### src/sv/ura_pkg.sv
package ura_pkg;

    localparam int COUNT_WIDTH = 16;
    localparam int DIST_W      = 11;
    localparam int TRIG_W      = 10;
    localparam int MAX_ECHO_W  = 16;
    localparam int LIMIT_W     = 10;
    localparam int CFG_IDX_W   = 2;
    localparam int CFG_DATA_W  = 16;

    localparam logic [COUNT_WIDTH-1:0] COUNT_MAX = '1;

    // ticks / 58 as (ticks * ceil(2^22 / 58)) >> 22, exact for ticks below 174762
    localparam int                      CM_RECIP_W = 17;
    localparam logic [CM_RECIP_W-1:0]   CM_RECIP   = 17'd72316;
    localparam int                      CM_SHIFT   = 22;
    localparam int                      CM_PROD_W  = COUNT_WIDTH + CM_RECIP_W;

    localparam logic [TRIG_W-1:0]     TRIG_RESET     = 10'd10;
    localparam logic [MAX_ECHO_W-1:0] MAX_ECHO_RESET = 16'd23200;
    localparam logic [LIMIT_W-1:0]    NEAR_RESET     = 10'd50;
    localparam logic [LIMIT_W-1:0]    DANGER_RESET   = 10'd30;

    typedef enum logic [1:0] {
        PH_IDLE,
        PH_TRIG,
        PH_WAIT,
        PH_COUNT
    } t_phase;

    typedef enum logic [1:0] {
        ZONE_NONE,
        ZONE_FAR,
        ZONE_SHORT,
        ZONE_DANGER
    } t_zone;

    typedef enum logic [CFG_IDX_W-1:0] {
        CFG_TRIGGER_TICKS,
        CFG_MAX_ECHO_TICKS,
        CFG_NEAR_LIMIT_CM,
        CFG_DANGER_LIMIT_CM
    } t_cfg_idx;

    typedef struct packed {
        logic [TRIG_W-1:0]     trigger_ticks;
        logic [MAX_ECHO_W-1:0] max_echo_ticks;
        logic [LIMIT_W-1:0]    near_limit_cm;
        logic [LIMIT_W-1:0]    danger_limit_cm;
    } t_cfg;

    typedef struct packed {
        logic echo_level;
        logic start_request;
    } t_tick;

    typedef struct packed {
        logic  valid;
        t_tick item;
    } t_tick_stage;

    typedef struct packed {
        logic              trigger_out;
        logic              measure_done;
        logic [DIST_W-1:0] distance_cm;
        logic [1:0]        zone;
        logic              led_red;
        logic              lamp_green;
        logic              buzzer;
        logic              busy_res;
    } t_result;

    function automatic logic [DIST_W-1:0] ticks_to_cm(input logic [COUNT_WIDTH-1:0] ticks);
        logic [CM_PROD_W-1:0] prod;
        prod = CM_PROD_W'(ticks) * CM_PROD_W'(CM_RECIP);
        return prod[CM_SHIFT +: DIST_W];
    endfunction

endpackage

### src/sv/ura_tick_if.sv
interface ura_tick_if;
    logic valid;
    logic ready;
    logic echo_level;
    logic start_request;

    modport source (output valid, output echo_level, output start_request, input ready);
    modport sink   (input valid, input echo_level, input start_request, output ready);
endinterface

### src/sv/ura_result_if.sv
interface ura_result_if;
    import ura_pkg::*;

    logic              valid;
    logic              ready;
    logic              trigger_out;
    logic              measure_done;
    logic [DIST_W-1:0] distance_cm;
    logic [1:0]        zone;
    logic              led_red;
    logic              lamp_green;
    logic              buzzer;
    logic              busy_res;

    modport source (
        output valid, output trigger_out, output measure_done, output distance_cm,
        output zone, output led_red, output lamp_green, output buzzer, output busy_res,
        input ready
    );
    modport sink (
        input valid, input trigger_out, input measure_done, input distance_cm,
        input zone, input led_red, input lamp_green, input buzzer, input busy_res,
        output ready
    );
endinterface

### src/sv/ura_cfg_regs.sv
module ura_cfg_regs (
    input  logic                      i_clk,
    input  logic                      i_rst_n,
    input  logic                      i_cfg_wr_en,
    input  logic [ura_pkg::CFG_IDX_W-1:0]  i_cfg_index,
    input  logic [ura_pkg::CFG_DATA_W-1:0] i_cfg_wdata,
    output ura_pkg::t_cfg             o_cfg
);
    import ura_pkg::*;

    t_cfg r_cfg;

    always_ff @(posedge i_clk) begin
        if (!i_rst_n) begin
            r_cfg.trigger_ticks   <= TRIG_RESET;
            r_cfg.max_echo_ticks  <= MAX_ECHO_RESET;
            r_cfg.near_limit_cm   <= NEAR_RESET;
            r_cfg.danger_limit_cm <= DANGER_RESET;
        end else if (i_cfg_wr_en) begin
            unique case (t_cfg_idx'(i_cfg_index))
                CFG_TRIGGER_TICKS:   r_cfg.trigger_ticks   <= i_cfg_wdata[TRIG_W-1:0];
                CFG_MAX_ECHO_TICKS:  r_cfg.max_echo_ticks  <= i_cfg_wdata[MAX_ECHO_W-1:0];
                CFG_NEAR_LIMIT_CM:   r_cfg.near_limit_cm   <= i_cfg_wdata[LIMIT_W-1:0];
                CFG_DANGER_LIMIT_CM: r_cfg.danger_limit_cm <= i_cfg_wdata[LIMIT_W-1:0];
                default: ;
            endcase
        end
    end

    assign o_cfg = r_cfg;
endmodule

### src/sv/ura_in_stage.sv
module ura_in_stage (
    input  logic                 i_clk,
    input  logic                 i_rst_n,
    ura_tick_if.sink             i_tick,
    input  logic                 i_take,
    output ura_pkg::t_tick_stage o_stage
);
    import ura_pkg::*;

    logic  r_valid;
    t_tick r_item;
    logic  accept;

    assign i_tick.ready = !r_valid || i_take;
    assign accept       = i_tick.valid && i_tick.ready;

    always_ff @(posedge i_clk) begin
        if (!i_rst_n) begin
            r_valid <= 1'b0;
        end else if (accept) begin
            r_valid <= 1'b1;
        end else if (i_take) begin
            r_valid <= 1'b0;
        end
    end

    always_ff @(posedge i_clk) begin
        if (accept) begin
            r_item.echo_level    <= i_tick.echo_level;
            r_item.start_request <= i_tick.start_request;
        end
    end

    assign o_stage.valid = r_valid;
    assign o_stage.item  = r_item;
endmodule

### src/sv/ura_core.sv
module ura_core (
    input  logic                 i_clk,
    input  logic                 i_rst_n,
    input  ura_pkg::t_cfg        i_cfg,
    input  ura_pkg::t_tick_stage i_stage,
    input  logic                 i_advance,
    output ura_pkg::t_result     o_result
);
    import ura_pkg::*;

    t_phase                 r_phase, n_phase;
    logic [COUNT_WIDTH-1:0] r_count, n_count;
    logic [DIST_W-1:0]      r_dist, n_dist;
    t_zone                  r_zone, n_zone;

    logic                   trig;
    logic                   done;
    logic [COUNT_WIDTH-1:0] trig_len;
    logic [COUNT_WIDTH-1:0] count_inc;
    logic [DIST_W-1:0]      meas_cm;
    logic                   echo;
    logic                   start;

    assign echo      = i_stage.item.echo_level;
    assign start     = i_stage.item.start_request;
    assign trig_len  = COUNT_WIDTH'(i_cfg.trigger_ticks);
    assign count_inc = r_count + COUNT_WIDTH'(1);
    // echo longer than the accepted maximum reads as zero distance
    assign meas_cm   = (r_count <= COUNT_WIDTH'(i_cfg.max_echo_ticks))
                       ? ticks_to_cm(r_count) : '0;

    // next state
    always_comb begin
        n_phase = r_phase;
        n_count = r_count;
        unique case (r_phase)
            PH_IDLE: begin
                if (start) begin
                    if (trig_len <= COUNT_WIDTH'(1)) begin
                        n_phase = PH_WAIT;
                        n_count = '0;
                    end else begin
                        n_phase = PH_TRIG;
                        n_count = COUNT_WIDTH'(1);
                    end
                end
            end
            PH_TRIG: begin
                n_count = count_inc;
                if (count_inc >= trig_len) begin
                    n_phase = PH_WAIT;
                    n_count = '0;
                end
            end
            PH_WAIT: begin
                if (echo) begin
                    n_phase = PH_COUNT;
                    n_count = COUNT_WIDTH'(1);
                end
            end
            PH_COUNT: begin
                if (echo) begin
                    if (r_count != COUNT_MAX) begin
                        n_count = count_inc;
                    end
                end else begin
                    n_phase = PH_IDLE;
                    n_count = '0;
                end
            end
            default: ;
        endcase
    end

    // outputs and held measurement
    always_comb begin
        trig   = (r_phase == PH_TRIG) || (r_phase == PH_IDLE && start);
        done   = (r_phase == PH_COUNT) && !echo;
        n_dist = r_dist;
        n_zone = r_zone;
        if (done) begin
            n_dist = meas_cm;
            priority if (meas_cm > DIST_W'(i_cfg.near_limit_cm)) begin
                n_zone = ZONE_FAR;
            end else if (meas_cm < DIST_W'(i_cfg.danger_limit_cm)) begin
                n_zone = ZONE_DANGER;
            end else begin
                n_zone = ZONE_SHORT;
            end
        end
    end

    always_ff @(posedge i_clk) begin
        if (!i_rst_n) begin
            r_phase <= PH_IDLE;
            r_count <= '0;
            r_dist  <= '0;
            r_zone  <= ZONE_NONE;
        end else if (i_advance) begin
            r_phase <= n_phase;
            r_count <= n_count;
            r_dist  <= n_dist;
            r_zone  <= n_zone;
        end
    end

    assign o_result.trigger_out  = trig;
    assign o_result.measure_done = done;
    assign o_result.distance_cm  = n_dist;
    assign o_result.zone         = n_zone;
    assign o_result.led_red      = (n_zone == ZONE_SHORT) || (n_zone == ZONE_DANGER);
    assign o_result.lamp_green   = (n_zone == ZONE_FAR);
    assign o_result.buzzer       = (n_zone == ZONE_DANGER);
    assign o_result.busy_res     = (n_phase != PH_IDLE);
endmodule

### src/sv/ura_out_stage.sv
module ura_out_stage (
    input  logic             i_clk,
    input  logic             i_rst_n,
    input  logic             i_load,
    input  ura_pkg::t_result i_result,
    output logic             o_free,
    ura_result_if.source     o_res
);
    import ura_pkg::*;

    logic    r_valid;
    t_result r_result;

    assign o_free = !r_valid || o_res.ready;

    always_ff @(posedge i_clk) begin
        if (!i_rst_n) begin
            r_valid <= 1'b0;
        end else if (i_load) begin
            r_valid <= 1'b1;
        end else if (o_res.ready) begin
            r_valid <= 1'b0;
        end
    end

    always_ff @(posedge i_clk) begin
        if (i_load) begin
            r_result <= i_result;
        end
    end

    assign o_res.valid        = r_valid;
    assign o_res.trigger_out  = r_result.trigger_out;
    assign o_res.measure_done = r_result.measure_done;
    assign o_res.distance_cm  = r_result.distance_cm;
    assign o_res.zone         = r_result.zone;
    assign o_res.led_red      = r_result.led_red;
    assign o_res.lamp_green   = r_result.lamp_green;
    assign o_res.buzzer       = r_result.buzzer;
    assign o_res.busy_res     = r_result.busy_res;
endmodule

### src/sv/ultrasonic_range_alarm.sv
// Path: an item accepted into the input register then moves into the result register,
//   from which it can leave; one reciprocal multiply sits between the two registers.
// Throughput: one item per cycle, sustained while the result side takes every cycle.
// Reset: synchronous, active low; clears phase, tick count, held distance and zone,
//   both stage valids, and loads the configuration registers with their defaults.
module ultrasonic_range_alarm (
    input  logic                           i_clk,
    input  logic                           i_rst_n,
    ura_tick_if.sink                       i_tick,
    ura_result_if.source                   o_result,
    input  logic                           i_cfg_wr_en,
    input  logic [ura_pkg::CFG_IDX_W-1:0]  i_cfg_index,
    input  logic [ura_pkg::CFG_DATA_W-1:0] i_cfg_wdata
);
    import ura_pkg::*;

    t_cfg        cfg;
    t_tick_stage stage;
    t_result     result;
    logic        out_free;
    logic        advance;

    assign advance = stage.valid && out_free;

    ura_cfg_regs u_cfg (
        .i_clk       (i_clk),
        .i_rst_n     (i_rst_n),
        .i_cfg_wr_en (i_cfg_wr_en),
        .i_cfg_index (i_cfg_index),
        .i_cfg_wdata (i_cfg_wdata),
        .o_cfg       (cfg)
    );

    ura_in_stage u_in (
        .i_clk   (i_clk),
        .i_rst_n (i_rst_n),
        .i_tick  (i_tick),
        .i_take  (advance),
        .o_stage (stage)
    );

    ura_core u_core (
        .i_clk     (i_clk),
        .i_rst_n   (i_rst_n),
        .i_cfg     (cfg),
        .i_stage   (stage),
        .i_advance (advance),
        .o_result  (result)
    );

    ura_out_stage u_out (
        .i_clk    (i_clk),
        .i_rst_n  (i_rst_n),
        .i_load   (advance),
        .i_result (result),
        .o_free   (out_free),
        .o_res    (o_result)
    );

    // a finished measurement always leaves the block idle
    a_done_not_busy: assert property (@(posedge i_clk) disable iff (!i_rst_n)
        (o_result.valid && o_result.measure_done) |-> !o_result.busy_res)
        else $error("measure_done with busy_res set");

    // trigger and completion belong to different phases
    a_trig_done_excl: assert property (@(posedge i_clk) disable iff (!i_rst_n)
        o_result.valid |-> !(o_result.trigger_out && o_result.measure_done))
        else $error("trigger_out and measure_done together");

    // an advance always loads the result register, which then holds a valid item
    a_advance_needs_item: assert property (@(posedge i_clk) disable iff (!i_rst_n)
        advance |=> o_result.valid)
        else $error("result register not loaded after advance");

    // buzzer and green lamp follow the held zone
    a_lamps_match_zone: assert property (@(posedge i_clk) disable iff (!i_rst_n)
        o_result.valid |-> ((o_result.buzzer == (o_result.zone == ZONE_DANGER))
                           && (o_result.lamp_green == (o_result.zone == ZONE_FAR))))
        else $error("lamp outputs disagree with zone");
endmodule
### src/flat_wrapper.sv
// flat-port wrapper written by rule: the top's interface ports become plain ports
module ultrasonic_range_alarm_flat import ura_pkg::*;
  (i_clk, i_rst_n, i_cfg_wr_en, i_cfg_index, i_cfg_wdata, i_tick_valid, i_tick_echo_level, i_tick_start_request, i_tick_ready, o_result_valid, o_result_trigger_out, o_result_measure_done, o_result_distance_cm, o_result_zone, o_result_led_red, o_result_lamp_green, o_result_buzzer, o_result_busy_res, o_result_ready);
  ura_tick_if i_tick_i ();
  ura_result_if o_result_i ();
  input  logic i_clk;
  input  logic i_rst_n;
  input  logic i_cfg_wr_en;
  input  logic [ura_pkg::CFG_IDX_W-1:0] i_cfg_index;
  input  logic [ura_pkg::CFG_DATA_W-1:0] i_cfg_wdata;
  input wire logic [$bits(i_tick_i.valid)-1:0] i_tick_valid;
  input wire logic [$bits(i_tick_i.echo_level)-1:0] i_tick_echo_level;
  input wire logic [$bits(i_tick_i.start_request)-1:0] i_tick_start_request;
  output wire logic [$bits(i_tick_i.ready)-1:0] i_tick_ready;
  output wire logic [$bits(o_result_i.valid)-1:0] o_result_valid;
  output wire logic [$bits(o_result_i.trigger_out)-1:0] o_result_trigger_out;
  output wire logic [$bits(o_result_i.measure_done)-1:0] o_result_measure_done;
  output wire logic [$bits(o_result_i.distance_cm)-1:0] o_result_distance_cm;
  output wire logic [$bits(o_result_i.zone)-1:0] o_result_zone;
  output wire logic [$bits(o_result_i.led_red)-1:0] o_result_led_red;
  output wire logic [$bits(o_result_i.lamp_green)-1:0] o_result_lamp_green;
  output wire logic [$bits(o_result_i.buzzer)-1:0] o_result_buzzer;
  output wire logic [$bits(o_result_i.busy_res)-1:0] o_result_busy_res;
  input wire logic [$bits(o_result_i.ready)-1:0] o_result_ready;
  assign i_tick_i.valid = i_tick_valid;
  assign i_tick_i.echo_level = i_tick_echo_level;
  assign i_tick_i.start_request = i_tick_start_request;
  assign i_tick_ready = i_tick_i.ready;
  assign o_result_valid = o_result_i.valid;
  assign o_result_trigger_out = o_result_i.trigger_out;
  assign o_result_measure_done = o_result_i.measure_done;
  assign o_result_distance_cm = o_result_i.distance_cm;
  assign o_result_zone = o_result_i.zone;
  assign o_result_led_red = o_result_i.led_red;
  assign o_result_lamp_green = o_result_i.lamp_green;
  assign o_result_buzzer = o_result_i.buzzer;
  assign o_result_busy_res = o_result_i.busy_res;
  assign o_result_i.ready = o_result_ready;
  ultrasonic_range_alarm u_core (.i_clk(i_clk), .i_rst_n(i_rst_n), .i_tick(i_tick_i), .o_result(o_result_i), .i_cfg_wr_en(i_cfg_wr_en), .i_cfg_index(i_cfg_index), .i_cfg_wdata(i_cfg_wdata));
endmodule
### config.mk
export PLATFORM = sky130hd
export DESIGN_NAME = ultrasonic_range_alarm_flat
export DESIGN_NICKNAME = d
export VERILOG_FILES = /design/src/sv/ura_pkg.sv /design/src/sv/ura_tick_if.sv /design/src/sv/ura_result_if.sv /design/src/sv/ura_cfg_regs.sv /design/src/sv/ura_in_stage.sv /design/src/sv/ura_core.sv /design/src/sv/ura_out_stage.sv /design/src/sv/ultrasonic_range_alarm.sv /design/src/flat_wrapper.sv
export SDC_FILE = /design/constraint.sdc
export NUM_CORES = 1
export LEC_CHECK = 0
export ABC_AREA = 1
export BUFFER_PORTS_ARGS = -buffer_cell sky130_fd_sc_hd__buf_4
export CAP_MARGIN = 30
export CORE_UTILIZATION = 45
export CTS_CLUSTER_DIAMETER = 30
export CTS_CLUSTER_SIZE = 28
export DETAILED_ROUTE_END_ITERATION = 8
export SLEW_MARGIN = 20
export SYNTH_ARGS = -nofsm -noshare
export SYNTH_HDL_FRONTEND = slang
export SYNTH_SLANG_ARGS = --single-unit
### constraint.sdc
create_clock -name i_clk -period 9.6 [get_ports i_clk]
set_input_delay 1.44 -clock i_clk [delete_from_list [all_inputs] [get_ports i_clk]]
set_output_delay 1.44 -clock i_clk [all_outputs]
set_load 0.01 [all_outputs]
After elaboration in Yosys (flattened, before gate mapping)
Cells that the tools add are included.
{"block": "classes", "order_cmp": 5, "addsub": 1, "mul": 1, "n_eq_ne": 13, "n_mux": 22, "reduce_logical": 21}
{"op": "two-way mux 16 bit", "count": 5}
{"op": "case mux 16 bit (4 select lines)", "count": 1}
{"op": "multiplier 16 x 15 -> 31 bit (second input constant)", "count": 1}
{"op": "two-way mux 11 bit", "count": 2}
{"op": "adder 16 x 1 -> 16 bit (second input constant)", "count": 1}
{"op": "greater-or-equal comparator 16 x 10 -> 1 bit", "count": 1}
{"op": "less-or-equal comparator 16 bit", "count": 1}
{"op": "!= test 16 bit (second input constant)", "count": 1}
{"op": "two-way mux 2 bit", "count": 7}
{"op": "equality test 2 bit (second input constant)", "count": 6}
{"op": "greater-than comparator 11 x 10 -> 1 bit", "count": 1}
{"op": "less-than comparator 11 x 10 -> 1 bit", "count": 1}
{"op": "less-or-equal comparator 10 x 1 -> 1 bit (second input constant)", "count": 1}
{"op": "case mux 2 bit (4 select lines)", "count": 1}
{"op": "AND reduction 2 bit", "count": 4}
{"op": "equality test 2 x 1 -> 1 bit (second input constant)", "count": 3}
{"op": "two-way mux 1 bit", "count": 6}
{"op": "nonzero test 2 bit", "count": 3}
{"op": "logical AND 1 bit", "count": 4}
{"op": "zero test 2 bit", "count": 2}
{"op": "logical OR 1 bit", "count": 4}
{"op": "!= test 2 x 1 -> 1 bit (second input constant)", "count": 2}
{"op": "AND reduction 4 bit", "count": 1}
{"op": "zero test 1 bit", "count": 3}
{"op": "!= test 3 bit (second input constant)", "count": 1}
{"block": "word_totals", "inputBits": 25, "reg_bits": 100, "output_inout_bits": 21, "word_cells": 83}

Logic depth before layout (Yosys ltp)
{"block": "depth", "ltp_word": 8, "ltp_mapped": 37, "ltp_nobuf": 37}

By module
Synthesis repeated with hierarchy kept, for this count alone.
{"block": "unflattened", "cells_unflattened": 1384, "area_unflattened_um2": 10695.3}
{"module": "ura_core", "cells_each": 1076, "instances": 1, "area_each_um2": 8008.9}
{"module": "ura_cfg_regs", "cells_each": 271, "instances": 1, "area_each_um2": 1943.1}
{"module": "ura_out_stage", "cells_each": 25, "instances": 1, "area_each_um2": 616.8}
{"module": "ura_in_stage", "cells_each": 10, "instances": 1, "area_each_um2": 118.9}
{"module": "ultrasonic_range_alarm", "cells_each": 2, "instances": 1, "area_each_um2": 7.5}

Least setup slack after synthesis
Ideal clock, no wire load.
{"block": "synth_path", "path_type": "register -> register", "from": "register u_core.u_core.r_count[12]", "to": "register u_core.u_out.r_result, in the netlist u_core.u_out.o_res.buzzer, data pin", "path_stages_with_launch": 28, "setup_time_ns": 0.258, "t_required_ns": 9.342, "setup_slack_ns": 3.240, "arrival_ns": 6.103, "cell_sequence": "dfxtp_1 -> fa_1 -> inv_1 -> fa_1 -> inv_1 -> fa_1 -> fa_1 -> fa_1 -> inv_1 -> fa_1 -> inv_1 -> ha_1 -> a21oi_1 -> o21ai_0 -> a21oi_1 -> nand3_1 -> nand2_1 -> nand2_1 -> or2_2 -> nand3_1 -> inv_1 -> ha_1 -> nand4_1 -> or4_1 -> a21oi_1 -> nand2_1 -> nand2_1 -> a21oi_1"}
{"item": "start: declaration", "line": "ura_core.sv:12", "source": "logic [COUNT_WIDTH-1:0] r_count, n_count;"}
{"item": "start signal: assignment", "line": "ura_core.sv:101", "source": "r_count <= n_count;"}
{"item": "end signal: assignment", "line": "ura_out_stage.sv:28", "source": "r_result <= i_result;"}
{"item": "end: declaration", "line": "ura_out_stage.sv:12", "source": "t_result r_result;"}

==> results by group <==
Finish
  • Layout cell share with drive strength beyond 1: between 6 and 7%
  • Number of fillers in the final layout: 2199
  • Final net count: roughly 1600
  • Layout Area Growth over Synthesis: 9.28%
  • Final std cells w/o fill: 1591
  • Fin area: 0.0110 mm²
  • Number of diodes: 0
  • Final Util: slightly above 50%

Setup path
  • WS Path Type: reg -> reg
  • Critical path endpoint category: flop
  • Most frequent cell on the critical path: nand2_1
  • Required time worst endpoint: 9.71 ns
  • CP Buf/Inv Count: 5
  • R2R setup slack: between 2 and 2.5 ns
  • Slowest stage delay, CP: 0.78 ns
  • CP Launch Type: flop
  • Top delay family on crit path: adder cells
  • CP max stage cell: dfxtp_1
  • CP max FO: 11
  • Worst path arrival time: approximately 7.4 ns

Clocking
  • H-tree levels: 3
  • CTS Buffer Depth: 2
  • Root Driver: clkbuf_16
  • Worst-Skew Late Latency: 0.36 ns
  • # resized after CTS: 0
  • Clock transition at path regs: approximately 0.080 ns
  • Num CTS Buffers: 9
  • Clk sink count: 99
  • CTS Hold Bufs: 0
  • Number of setup buffers added after CTS: 0
  • CTS tree: done

Synth
  • Synth Area in XOR/XNOR: between 2 and 2.5%
  • Synth warn: 0
  • Proportion of synthesized area in mux cells: 0%
  • Seq/Total Area, Yosys: 21.6%
  • Synthesized cell area: 0.0101 mm²
  • Synth Flop Type: dfxtp_1
  • Synth Area in Adders: 36.7%
  • Asr flop ratio synth: 0%
  • Number of synthesized flops with an enable pin: 20
  • Synth Net Count: about 1500
  • Simple-gate share of the synthesized area: 15.9%
  • Compound-Gate Fraction of Synth Area: 11.8%
  • Yosys reg bits: 99
  • Largest family of logic cells by synthesized area: adder cells
  • Synth cell types: 43
  • Mapped Cells: 1267
  • Syn Area/Cell: around 8.0 µm²

Route
  • Final ANT Viol Nets: 0
  • DR vias: about 8100
  • Remaining DRCs: 0
  • Routed wire length: around 26 mm
  • WL/cell: 16.2 µm
  • Drt first pass iters: 4
  • DR iter-0 viols: 484
  • Via density: 5.06

Timing
  • Worst clock skew: 0.0143 ns
  • Final Max Slew Viols: 0
  • Final setup viols: 0
  • Worst-margin pin slew: 0.848 ns
  • TNS Setup: 0 ns
  • Min Tclk post-route: about 7.3 ns
  • Max Fclk: between 100 and 150 MHz
  • Fin. Hold Viols: 0
  • Period utilization: between 70% and 80%
  • Max_slew headroom: 43.0%
  • RSZ-0062 raised after global routing: false

Die
  • Core ar.: approximately 0.022 mm²
  • Ports: 46
  • Initial Utilization: about 46%
  • Die Y-Extent: 152 µm
  • Die Span X: 152 µm
  • Die area: 0.0230 mm²
  • # rows: 54

Worst hold path
  • Hold/Removal Path Class: reg -> reg

Power and ir drop
  • Logic gate share of total power: 11.6%
  • Power, Total: 0.932 mW
  • Power per cell area: between 80 and 90 mW/mm²
  • Psw: 0.264 mW
  • Leakage: 6.38 nW
  • Internal power: 0.668 mW
  • VDD IR max: about 0.000084 V
  • Sequential share of power: between 40% and 50%
  • Switching share of power: 28.3%
  • Clock power share: between 30% and 40%

Placement
  • GP Congestion: 0.908
  • Placed cell count: 1574
  • Post-Place Cell Area: 0.0107 mm²
  • Buffers on Ports: between 40 and 50
  • Final HPWL DP: 21.2 mm

GRT
  • Vias in the first global route: 8109
  • Total global routing overflow: 0
  • First-pass GRT wire length: 42.9 mm
  • Initial antenna violation count: 0
  • Largest net degree at the start of global routing: 48
  • GRT Util Overall: 23.3%

Flow run
  • Max-cap violations: 0

Outcome
  • Status: completed
## cells in the mapped netlist (2+ instances only)
| cell type | n | area (µm²) |
|---|---|---|
| a21oi_1 | 98 | 490 |
| nand3b_1 | 3 | 22.5 |
| o221ai_1 | 2 | 17.5 |
| dfxtp_1 | 79 | 1580 |
| nand2_1 | 204 | 766 |
| nor2_2 | 3 | 18.8 |
| o21ai_1 | 7 | 35.0 |
| o21ai_0 | 64 | 320 |
| edfxtp_1 | 20 | 601 |
| or2_2 | 2 | 12.5 |
| nor3_2 | 2 | 20.0 |
| buf_2 | 5 | 25.0 |
| clkbuf_1 | 16 | 60.1 |
| xnor2_1 | 7 | 61.3 |
| buf_4 | 2 | 15.0 |
| o21bai_1 | 4 | 30.0 |
| nand4_1 | 30 | 188 |
| nor4_2 | 2 | 25.0 |
| nand3_1 | 32 | 160 |
| nand2_2 | 2 | 12.5 |
| fa_1 | 80 | 1600 |
| a21o_1 | 17 | 128 |
| nor2_1 | 71 | 267 |
| ha_1 | 168 | 2100 |
| inv_2 | 3 | 11.3 |
| inv_1 | 286 | 1070 |
| nor3_1 | 7 | 35.0 |
| o211ai_1 | 16 | 120 |
| xor2_1 | 20 | 175 |
| nand3_2 | 2 | 20.0 |
## registers in the layout (all words and copies together) (netlist names)
signal	cells
u_core.u_out.o_res.valid	1
u_core.u_core.r_phase	2
u_core.u_out.o_res.zone	2
u_core.u_out.o_res.distance_cm	11
u_core.u_in.r_valid	1
u_core.u_out.o_res.lamp_green	1
u_core.u_in.o_stage	2
u_core.u_core.r_zone	2
u_core.u_core.r_dist	11
u_core.u_out.o_res.trigger_out	1
u_core.u_out.o_res.measure_done	1
u_core.u_out.o_res.buzzer	1
u_core.u_out.o_res.busy_res	1
u_core.u_core.r_count	16
u_core.u_cfg.o_cfg	46
## kinds of logic (layout without fill, tap and decap cells)
kind of cell | after synthesis | in the layout
buffers and inverters | 313 | 357
adder cells (fa/ha/maj) | 248 | 248
AND/OR/NAND/NOR | 366 | 366
AO/OA/AOI/OAI | 214 | 214
flip-flops | 99 | 99
XOR/XNOR | 27 | 27
## tightest hold or removal path, cell delays in order (launching register included)
cell	delay, ns
dfxtp_1	0.30
inv_1	0.06
a21oi_1	0.06
## metal layers
layer | share of wire, % | wire length [µm] | track usage (%) | vias up
met3 | 3.5 | 892 | 2.91 | 37
met1 | 49 | 12700 | 33.6 | 3717
met2 | 45 | 11500 | 36.5 | 169
met4 | 2.4 | 625 | 6.57 | 0
met5 | 0 | 0 | 0 | -
li1 | - | - | - | 4131
## stage by stage
step	hold WS (ns)	setup WS (ns)
2_1_floorplan	0.433	3.24
3_3_place_gp	0.449	2.40
3_5_place_dp	0.457	2.32
4_1_cts	0.468	2.32
5_1_grt	0.486	1.81
6_report	0.464	2.32
## final timing paths
path | start | end | cells past startpoint
setup / recovery | u_core.u_core.r_count[11] | u_core.u_out.o_res.buzzer | 33
hold / removal | u_core.u_cfg.o_cfg[8] | u_core.u_cfg.o_cfg[8] | 2
setup reg to reg | u_core.u_core.r_count[11] | u_core.u_out.o_res.buzzer | 33
hold reg to reg | u_core.u_cfg.o_cfg[8] | u_core.u_cfg.o_cfg[8] | 2
## power by group through the flow
| stage | logic (mW) | clock network (mW) | registers, mW |
|---|---|---|---|
| after floorplan | 0.0673 | 0 | 0.463 |
| final | 0.108 | 0.369 | 0.455 |
| after global placement | 0.105 | 0 | 0.465 |
| after global routing | 0.123 | 0.392 | 0.457 |
| after detailed placement | 0.107 | 0 | 0.465 |
| after CTS | 0.108 | 0.376 | 0.455 |
## cells in the final DEF, fill, tap and decap left out, drive strengths merged
cell / n
clkbuf: 9
clkinvlp: 2
o211ai: 16
nor3: 9
a21oi: 98
nand3b: 3
ha: 168
or2: 3
a31oi: 1
nand2: 207
xor2: 20
inv: 292
nor2: 75
fa: 80
a21boi: 1
and2: 1
o21bai: 4
o221ai: 2
edfxtp: 20
clkinv: 3
or4: 1
nand3: 34
a211o: 1
nand4: 31
a211oi: 1
xnor2: 7
a21o: 17
nor4: 2
o21ai: 72
buf: 51
a221oi: 1
dfxtp: 79
## area by class of cell
class / count / area, µm² / share of cell area (%)
multi-input combinational: 855 / 6730 / 61.0
clock buffer: 9 / 225 / 2.04
tap: 280 / 350 / 3.17
inverter: 290 / 1090 / 9.86
timing repair buffer: 51 / 390 / 3.54
sequential: 99 / 2180 / 19.8
clock inverter: 7 / 71.3 / 0.646
No activity file was read; power rests on OpenSTA's default activity.
